`src/erp_pkg.sv`:
```
`default_nettype none
package erp_pkg;
  localparam int MaxStops = 256;
  localparam int StopW = $clog2(MaxStops);
  localparam int RouteCap = 256;
  localparam int PosW = 8;
  localparam int LenW = 9;
  localparam int CostW = 48;
  localparam int CntW = 10;
  localparam logic [CostW-1:0] Sat48 = {CostW{1'b1}};

  typedef enum logic [1:0] {
    OP_COST  = 2'd0,
    OP_ROUTE = 2'd1,
    OP_SCORE = 2'd2,
    OP_NONE  = 2'd3
  } op_t;

  typedef enum logic [3:0] {
    ST_IDLE,
    ST_INIT,
    ST_ROW,
    ST_RD,
    ST_LK,
    ST_CELL,
    ST_DIV,
    ST_DONE
  } state_t;

  // request from sequencer to the divider
  typedef struct packed {
    logic             start;
    logic [CostW-1:0] dividend;
    logic [CntW-1:0]  divisor;
  } div_req_t;

  typedef struct packed {
    logic             done;
    logic [CostW-1:0] quotient;
  } div_rsp_t;

  function automatic logic [CostW-1:0] sat_add(input logic [CostW-1:0] a,
                                               input logic [CostW-1:0] b);
    logic [CostW:0] s;
    s = {1'b0, a} + {1'b0, b};
    return s[CostW] ? Sat48 : s[CostW-1:0];
  endfunction
endpackage
`default_nettype wire

```
`src/erp_div.sv`:
```
`default_nettype none
module erp_div (
  input  wire logic              clk,
  input  wire logic              rst_n,
  input  wire erp_pkg::div_req_t req,
  output erp_pkg::div_rsp_t      rsp
);
  import erp_pkg::*;

  logic [CostW-1:0] quo_r;
  logic [CntW-1:0]  rem_r;
  logic [CntW-1:0]  dvs_r;
  logic [5:0]       cnt_r;
  logic             busy_r;
  logic             done_r;
  logic [CntW:0]    trial;

  // one quotient bit per cycle, restoring
  assign trial = {rem_r, quo_r[CostW-1]} - {1'b0, dvs_r};

  always_ff @(posedge clk) begin
    if (!rst_n) begin
      busy_r <= 1'b0;
      done_r <= 1'b0;
      cnt_r  <= '0;
    end else begin
      done_r <= 1'b0;
      if (req.start) begin
        busy_r <= 1'b1;
        cnt_r  <= 6'(CostW);
        quo_r  <= req.dividend;
        rem_r  <= '0;
        dvs_r  <= req.divisor;
      end else if (busy_r) begin
        if (!trial[CntW]) begin
          rem_r <= trial[CntW-1:0];
          quo_r <= {quo_r[CostW-2:0], 1'b1};
        end else begin
          rem_r <= {rem_r[CntW-2:0], quo_r[CostW-1]};
          quo_r <= {quo_r[CostW-2:0], 1'b0};
        end
        cnt_r <= cnt_r - 6'd1;
        if (cnt_r == 6'd1) begin
          busy_r <= 1'b0;
          done_r <= 1'b1;
        end
      end
    end
  end

  assign rsp.done     = done_r;
  assign rsp.quotient = quo_r;

  a_done_after_busy: assert property (@(posedge clk) disable iff (!rst_n)
    done_r |-> $past(busy_r)) else $error("divider done without run");
  a_start_idle: assert property (@(posedge clk) disable iff (!rst_n)
    req.start |=> busy_r) else $error("divider did not start");
endmodule
`default_nettype wire

```
`config.mk`:
```
export PLATFORM = sky130hd
export DESIGN_NAME = erp_div
export DESIGN_NICKNAME = d
export VERILOG_FILES = /design/src/erp_pkg.sv /design/src/erp_div.sv
export SDC_FILE = /design/constraint.sdc
export NUM_CORES = 1
export LEC_CHECK = 0
export BUFFER_PORTS_ARGS = -buffer_cell sky130_fd_sc_hd__buf_2
export CAP_MARGIN = 0
export CORE_MARGIN = 2
export CORE_UTILIZATION = 50
export DETAILED_ROUTE_END_ITERATION = 16
export PLACE_DENSITY = 0.82
export SYNTH_ARGS = -nofsm -noshare
export SYNTH_HDL_FRONTEND = slang
export SYNTH_SLANG_ARGS = --single-unit
export TNS_END_PERCENT = 30
```
`constraint.sdc`:
```
create_clock -name clk -period 6.6 [get_ports clk]
set_input_delay 0.66 -clock clk [delete_from_list [all_inputs] [get_ports clk]]
set_output_delay 0.66 -clock clk [all_outputs]
set_load 0.01 [all_outputs]
```
==> results by group, run 1 <==
Power and ir drop
  – Design Power: 1.195 mW
  – P_leak: 1.837 nW
  – Worst IR Drop VDD: 0.0001676 V
  – Pwr dens: 262.6 nW/um2

Routing
  – DR vias: 2561
  – Via density: 5.380
  – DRC: 0
  – Final wirelength: 7.827 mm
  – Final ANT Viol Nets: 0
  – WL/cell: 16.44 um
  – Drt pass-1 iters: 4
  – Drt first-iter violations: 177

Logic synthesis
  – Post-Syn Nets: 333
  – Post-synth EDFFs: 68
  – Top FF cell, synth: edfxtp_1
  – Fraction of registers with async set or reset after synthesis: 0%
  – Synthesized instance count: 259
  – Netlist cell types: 51
  – Total standard cell area after synthesis: 3721 um2
  – Syn_area_per_cell: 14.37 um2
  – Synth warnings: 0
  – Sequential fraction of the synthesis area: 59.18%
  – Yosys reg bits: 76

Setup path
  – Startpoint Class: register
  – Critical Path Fanout Max: 7
  – R2R depth: 9
  – Req. time, crit path: 6780 ps
  – Critical path arrival: 2710 ps
  – Crit path kind: register to register
  – Worst Setup End Kind: register

Layout
  – Fill count: 583
  – Layout cells sized above 1: 49.34%
  – Post-layout net count: 446
  – Most frequent cells in the layout: buf_2 (109), edfxtp_1 (68), mux2_2 (48)
  – Final Cell Area: 4552 um2
  – Commonest non-fill, non-tap cell in the layout: buf_2
  – Ant. Diodes: 0
  – Area grow syn2layout: 22.33%

STA
  – Measured slew at the worst slew-check pin: 737.3 ps
  – Final setup violation count: 0
  – Total Neg Setup Slack: 0 ps
  – Clock period minus worst slack: 2535 ps
  – Period utilization: 38.41%
  – Worst Skew: 6.090 ps
  – Relative slew slack: 50.85%
  – Fin. max-slew vios: 0
  – Fmax: 394.4 MHz
  – RSZ-0062 raised after global routing: false
  – Hold Fails Final Rpt: 0
  – Post-route setup slack: 4065 ps

Placed design
  – DP HPWL: 5.628 mm
  – Placed Area: 4362 um2
  – Global placement routability congestion: 0.8893
  – Dpl ws: 4108 ps
  – I/O Buffers: 109

Floorplan
  – Initial Util: 51.58%
  – Die height: 90.27 um
  – Chip Width: 90.27 um
  – Row count: 31
  – Die area: 8148 um2
  – Core footprint: 7214 um2
  – I/O pins: 110

GRT
  – Busiest grt layer: met2
  – M3 GR Usage: 6.427%
  – Initial antenna violation count: 0
  – M1 GR Usage: 24.66%
  – Largest net degree at the start of global routing: 60
  – First-pass GRT wire length: 12.16 mm
  – GRT Util Overall: 19.27%
  – Gr ovfl total: 0
  – Number of global-route vias before repair: 2541
  – Met2 GRT Util: 30.33%

Min path
  – Hold Crit Depth: 1
  – Worst hold path type: primary input to register

CTS
  – Clk sinks: 76
  – Hold Buf Count CTS: 0
  – Worst-Skew Late Latency: 350 ps
  – Post-CTS setup buffers: 0
  – Reg clk slew, reported paths: 80 ps
  – H-tree depth: 3
  – # resized after CTS: 0
  – Clock Tree Buf Depth: 2
  – CTS tree: yes
  – Root buf cell: clkbuf_8
  – Num CTS Buffers: 9

Flow run
  – Max-cap viol count: 0

Outcome
  – Outcome: finished, final reports clean
-- logic make-up (layout without fill, tap and decap cells) --
kind of cell / count (synthesis) / after routing / synth area share [%]
AO/OA/AOI/OAI: 50 / 50 / 11.10
XOR/XNOR: 10 / 10 / 2.354
adder cells (fa/ha/maj): 13 / 13 / 4.573
buffers and inverters: 27 / 145 / 3.026
flip-flops: 76 / 76 / 59.18
multiplexers: 48 / 48 / 14.53
AND/OR/NAND/NOR: 35 / 35 / 5.246
-- cells in the mapped netlist (all sizes together) (5+ instances only) --
master | instances | area share (%)
a21oi | 12 | 2.1
buf | 5 | 0.81
dfxtp | 8 | 4.3
edfxtp | 68 | 55
ha | 12 | 4.0
inv | 17 | 1.7
mux2 | 48 | 15
nand2 | 8 | 0.81
nand3 | 6 | 0.94
nor2 | 7 | 0.91
nor3 | 5 | 0.67
o21a | 7 | 1.4
o21ai | 7 | 0.94
xnor2 | 7 | 1.6
-- metal layers --
metal  wire length (um)  up-vias
li1                   -     1214
met1               3318     1240
met2               3782       97
met3                613       10
met4                112        0
met5                  0        -
-- final timing paths --
path                   from       end  slack [ps]
hold reg to reg    cnt_r[1]  cnt_r[1]         550
setup / recovery  quo_r[47]  rem_r[5]        4060
hold / removal       req[1]  dvs_r[1]         480
setup reg to reg  quo_r[47]  rem_r[5]        4060
-- critical path, cell delays in order (launching register included) --
cell and delay [ps]:
edfxtp_1 410, inv_1 80, ha_1 170, inv_1 50
fa_1 420, a21oi_2 230, o211ai_4 160, a31oi_2 370
nand3_1 190, o32ai_1 290
-- through the flow --
step | utilization [%] | hold WS, ps | std cells
after floorplan | - | 468.5 | 259
after global placement | 60.46 | 483.8 | 460
after detailed placement | 60.46 | 543.4 | 460
after CTS | 63.09 | 465.1 | 476
after global routing | 63.09 | 464.9 | 476
final | 63.09 | 479.7 | 476
-- power by group --
group	switching, mW	leakage [nW]	internal [mW]
combinational	0.136	1.02	0.114
clock	0.179	0.101	0.173
sequential	0.0217	0.714	0.571
-- cell type report --
type | instances | area (um2) | share of cell area (%)
Tap cell | 99 | 123.9 | 2.721
Sequential cell | 76 | 2202 | 48.38
Inverter | 18 | 67.56 | 1.484
Clock inverter | 7 | 66.31 | 1.457
Clock buffer | 9 | 123.9 | 2.721
Timing Repair Buffer | 111 | 560.5 | 12.31
Multi-Input combinational cell | 156 | 1408 | 30.92
-- flip-flops by register name, indices dropped and copies added (netlist names) --
register  cells
busy_r        1
dvs_r        10
done_r        1
cnt_r         6
quo_r        48
rem_r        10
No activity file was read; power rests on OpenSTA's default activity.
==> run 2: changes to the inputs <==
clock period = 2.6 ns   (was 6.6 ns; I/O delays follow)
==> run 2 against run 1 <==
Compared with the run above:
- worst setup slack lost 4000 ps
- core utilization grew 0.92 points
- routed wire length shrank 1.4%
- die area is the same
- register-to-register slack lost 4000 ps
- via count shrank 0.35%
- highest routed layer unchanged
- clock power grew to 2.9 times the previous value
- combinational power grew to 2.6 times the previous value
- hold slack lost 390 ps
- critical path type unchanged
- total power grew to 2.6 times the previous value
- critical endpoint is now rem_r[9]
- sequential share of layout area shrank 0.69 points
- global-route usage grew 0.077 points
==> results by group, run 2 (synthesis results as in run 1) <==
Layout
  – Largest regs: quo_r: 48 flops, dvs_r: 10 flops, rem_r: 10 flops
  – Area grow syn2layout: 24.11%
  – Layout cells sized above 1: 49.74%
  – Final core utilization: 64.01%
  – Ant. Diodes: 0
  – Most frequent cells in the layout: buf_2 (109), edfxtp_1 (68), mux2_2 (48)
  – Largest Register: quo_r
  – Post-layout net count: 447
  – Commonest non-fill, non-tap cell in the layout: buf_2
  – Max FFs per register: 48
  – Final Cell Area: 4618 um2

Setup path
  – Worst r2r src: quo_r[47]
  – R2R depth: 9
  – Crit path cell chain: inv_1 > ha_1 > inv_1 > fa_1 > a21oi_2 > o211ai_4 > a31oi_2 > nand3_1 > o32ai_1
  – Req. time, crit path: 2740 ps
  – Buf/Inv on CP: 2
  – RR Endpoint: rem_r[9]
  – Critical Path Fanout Max: 6
  – Crit path kind: register to register
  – Startpoint Class: register
  – Crit-path max cell delay: 410 ps
  – Crit-path slowest cell: edfxtp_1
  – Critical path arrival: 2640 ps
  – Worst Setup End Kind: register
  – Slack of the worst reg-to-reg path: 100 ps
  – Cell family with most CP delay: compound AO/OA/AOI/OAI gates
  – Crit-path most repeated cell: inv_1

STA
  – Relative slew slack: 63.30%
  – Final setup violation count: 0
  – Worst Skew: 8.725 ps
  – Total Neg Setup Slack: 0 ps
  – Hold Fails Final Rpt: 0
  – Worst hold margin: 85.44 ps
  – Fmax: 400.3 MHz
  – Fin. max-slew vios: 0
  – Measured slew at the worst slew-check pin: 545.8 ps
  – Clock period minus worst slack: 2498 ps
  – Period utilization: 96.08%
  – RSZ-0062 raised after global routing: true

Routing
  – Final ANT Viol Nets: 0
  – WL/cell: 16.18 um
  – DR vias: 2552
  – Drt pass-1 iters: 4
  – DRC: 0
  – Drt first-iter violations: 115
  – Final wirelength: 7.718 mm
  – Via density: 5.350

GRT
  – GRT Util Overall: 19.35%
  – Number of global-route vias before repair: 2695
  – Gr ovfl total: 0
  – First-pass GRT wire length: 12.41 mm
  – Largest net degree at the start of global routing: 60
  – Initial antenna violation count: 0

Min path
  – Hold Startpoint: req[9]
  – Hold Path End: dvs_r[9]
  – Worst hold path type: primary input to register
  – Hold Crit Depth: 1

Placed design
  – Placed Area: 4394 um2
  – Global placement routability congestion: 0.8724
  – DP HPWL: 5.546 mm
  – I/O Buffers: 109

CTS
  – # resized after CTS: 0
  – Hold Buf Count CTS: 0
  – H-tree depth: 3
  – Root buf cell: clkbuf_8
  – Post-CTS setup buffers: 0
  – CTS tree: yes
  – Reg clk slew, reported paths: 90 ps
  – Worst-Skew Late Latency: 340 ps
  – Num CTS Buffers: 9
  – Clk sinks: 76
  – Clock Tree Buf Depth: 2

Power and ir drop
  – P_leak: 1.863 nW
  – Pwr dens: 683.5 nW/um2
  – Worst IR Drop VDD: 0.0003606 V

Floorplan
  – I/O pins: 110
  – Die area: 8148 um2
  – Die height: 90.27 um
  – Row count: 31
  – Core footprint: 7214 um2
  – Initial Util: 51.58%
  – Chip Width: 90.27 um

Outcome
  – Outcome: finished, final reports clean

Flow run
  – Max-cap viol count: 0
run 2: worst max-delay path by stage:
stage,startpoint,to,slack (ps),cells past startpoint
3_3_place_gp,quo_r[47],rem_r[6],230,9
3_5_place_dp,quo_r[47],rem_r[6],120,9
2_1_floorplan,quo_r[47],rem_r[6],230,9
6_report,quo_r[47],rem_r[9],100,9
4_1_cts,quo_r[47],rem_r[9],80,9
5_1_grt,quo_r[47],rem_r[9],-30,9
run 2: through the flow:
| stage | instances | setup slack, ps | total power [mW] |
|---|---|---|---|
| 2_1_floorplan | 259 | 229.3 | 1.970 |
| 3_3_place_gp | 461 | 226.1 | 2.148 |
| 3_5_place_dp | 461 | 118.2 | 2.162 |
| 4_1_cts | 477 | 84.30 | 3.182 |
| 5_1_grt | 477 | -27.53 | 3.301 |
| 6_report | 477 | 102.0 | 3.157 |
run 2: metal layers:
layer / track usage, % / wire length (um)
met5: 0 / 0
met4: 7.821 / 80
met3: 7.179 / 571
met2: 31.64 / 3848
met1: 23.25 / 3217
run 2: final cells by class:
class                   count  area (um2)
clock buffers               9       123.9
inverters                  18       67.56
flip-flops and latches     76        2202
repair buffers            112       593.1
multi-input cells         156        1408
fillers                   564        2596
well taps                  99       123.9
clock inverters             7       100.1
run 2: report_power, final:
part	internal [mW]	total [mW]	leakage, nW	switching (mW)
combinational	0.298	0.640	1.03	0.342
sequential	1.45	1.50	0.714	0.0531
clock	0.547	1.01	0.114	0.467
total	2.29	3.16	1.86	0.862
run 2: worst register-to-register path, cell delays in order (launching register included):
cell and delay (ps):
edfxtp_1 410, inv_1 80, ha_1 170, inv_1 50
fa_1 410, a21oi_2 220, o211ai_4 160, a31oi_2 260
nand3_1 170, o32ai_1 360
==> run 3: changes to the inputs <==
CORE_UTILIZATION = 47   (was 50)
CTS_CLUSTER_SIZE = 25   (was not set)
GPL_ROUTABILITY_DRIVEN = 0   (was not set)
PLACE_DENSITY = 0.81   (was 0.82)
clock period = 2.1 ns   (was 2.6 ns; I/O delays follow)
==> run 3 against run 2 <==
Compared with the run above:
- the flow now finishes with violations (setup timing)
- global-route usage increased by 0.58 points
- clock skew about the same
- total power increased by 28%
- clock-buffer cell count increased by 1
- maximum frequency increased by 10%
- register-to-register slack got worse by 270 ps
- sequential power increased by 24%
- critical path type unchanged
==> results by group, run 3 (synthesis results as in run 1) <==
Setup path
  – Crit-path slowest cell: edfxtp_1
  – Crit path kind: register to register
  – RR Endpoint: quo_r[0]
  – Startpoint Class: register
  – Critical Path Fanout Max: 7
  – Crit path cell chain: inv_2 > ha_4 > inv_2 > fa_2 > a21oi_4 > o211ai_4 > o221ai_4 > nor2_4 > mux2_4
  – Req. time, crit path: 2200 ps
  – Worst r2r src: quo_r[47]
  – Worst Setup End Kind: register
  – Critical path arrival: 2370 ps
  – R2R depth: 9
  – Crit-path most repeated cell: inv_2
  – Slack of the worst reg-to-reg path: -170 ps
  – Crit-path max cell delay: 420 ps

Placed design
  – Cells after DPL: 482
  – I/O Buffers: 109
  – DP HPWL: 5.900 mm
  – Placed Area: 4541 um2
  – Dpl ws: -204.6 ps

Layout
  – Largest Register: quo_r
  – Final Cell Area: 4853 um2
  – Post-layout net count: 472
  – Final std cells w/o fill: 505
  – Final core utilization: 63.13%
  – Max FFs per register: 48
  – Commonest non-fill, non-tap cell in the layout: buf_2
  – Layout cells sized above 1: 54.59%
  – Fill count: 593
  – Area grow syn2layout: 30.43%
  – Most frequent cells in the layout: buf_2 (109), edfxtp_1 (68), mux2_2 (47)
  – Ant. Diodes: 0
  – Largest regs: quo_r: 48 flops, dvs_r: 10 flops, rem_r: 10 flops

GRT
  – Gr ovfl total: 0
  – Number of global-route vias before repair: 2738
  – Largest net degree at the start of global routing: 34
  – GRT Util Overall: 19.93%
  – First-pass GRT wire length: 13.21 mm
  – Initial antenna violation count: 0

Routing
  – WL/cell: 16.64 um
  – Final ANT Viol Nets: 0
  – Top sig layer: met4
  – Via density: 5.293
  – WL met3: 698 um
  – DRC: 0
  – WL met1: 3.434 mm
  – Final wirelength: 8.401 mm
  – Met2 WL: 4.210 mm
  – Drt first-iter violations: 119
  – DR vias: 2673
  – Drt pass-1 iters: 5

Min path
  – Hold Crit Depth: 1
  – Hold Startpoint: req[3]
  – Hold Path End: dvs_r[3]
  – Worst hold path type: primary input to register

CTS
  – Clock Tree Buf Depth: 2
  – Root buf cell: clkbuf_8
  – Reg clk slew, reported paths: 80 ps
  – Clk sinks: 76
  – Worst-Skew Late Latency: 340 ps
  – H-tree depth: 3
  – Num CTS Buffers: 9
  – CTS tree: yes

Power and ir drop
  – Clk pwr share: 30.6%
  – P_leak: 1.981 nW
  – Combinational power share: 23.3%
  – Internal cell power: 2.938 mW
  – Switching part of the total power: 27.35%
  – Pwr dens: 833.1 nW/um2
  – Worst IR Drop VDD: 0.0004964 V
  – Reg power frac: 46.1%
  – Design Power: 4.044 mW
  – Psw: 1.106 mW

Floorplan
  – I/O pins: 110
  – Die area: 8645 um2
  – Chip Width: 92.98 um
  – Initial Util: 48.40%
  – Row count: 32
  – Die height: 92.98 um
  – Core footprint: 7687 um2

STA
  – Fmax: 440.2 MHz
  – Clock period minus worst slack: 2271 ps
  – Measured slew at the worst slew-check pin: 474.2 ps
  – Final setup violation count: 11
  – RSZ-0062 raised after global routing: true
  – Relative slew slack: 67.94%
  – Post-route setup slack: -171.5 ps
  – Worst hold margin: 40.41 ps
  – Period utilization: 108.2%
  – Total Neg Setup Slack: -1484 ps
  – Fin. max-slew vios: 0
  – Worst Skew: 9.210 ps
  – Hold Fails Final Rpt: 0

Flow run
  – Max-cap viol count: 0

Outcome
  – Failing checks: setup timing
  – Outcome: finished, violations left
==> run 3: worst max path at each step <==
stage	from	end	slack, ps
floorplan	quo_r[47]	rem_r[6]	-190
global placement	quo_r[47]	rem_r[6]	-140
detailed placement	quo_r[47]	rem_r[6]	-200
CTS	quo_r[47]	rem_r[6]	-160
global route	quo_r[47]	rem_r[6]	-270
finish	quo_r[47]	quo_r[0]	-170
==> run 3: repair_timing <==
| action | CTS | global route |
|---|---|---|
| gates resized for setup | 7 | 4 |
| setup buffers | 5 | 2 |
| cloned | 0 | 0 |
| hold buffers | 0 | 0 |
| hold endpoints to repair | 0 | 0 |
| pin swaps | 8 | 5 |
| setup endpoints to repair | 11 | 11 |
==> run 3: worst max-delay path, delay by kind of cell (launching register included) <==
family	cells	cell delay, ps
AND/OR/NAND/NOR	1	90
adder cells (fa/ha/maj)	2	490
flip-flops	1	420
buffers and inverters	2	120
multiplexers	1	260
AO/OA/AOI/OAI	3	640
==> run 3: layout make-up <==
type / instances / area (um2) / share of cell area (%)
Tap cell: 102 / 127.6 / 2.630
Multi-Input combinational cell: 156 / 1473 / 30.34
Timing Repair Buffer: 137 / 767.0 / 15.80
Clock inverter: 6 / 88.84 / 1.830
Sequential cell: 76 / 2202 / 45.37
Inverter: 18 / 67.56 / 1.392
Clock buffer: 10 / 127.6 / 2.630
==> run 3: power groups by stage <==
stage          combinational (mW)  sequential (mW)  clock [mW]
6_report                    0.943             1.86        1.24
5_1_grt                      1.02             1.88        1.33
4_1_cts                     0.918             1.86        1.27
3_5_place_dp                0.877             1.89           0
3_3_place_gp                0.850             1.89           0
2_1_floorplan               0.551             1.91           0
==> run 3: per-layer routing <==
metal | vias to the layer above | track usage [%]
li1 | 1267 | -
met4 | 0 | 6.618
met3 | 4 | 7.897
met5 | - | 0
met1 | 1297 | 24.22
met2 | 105 | 32.55
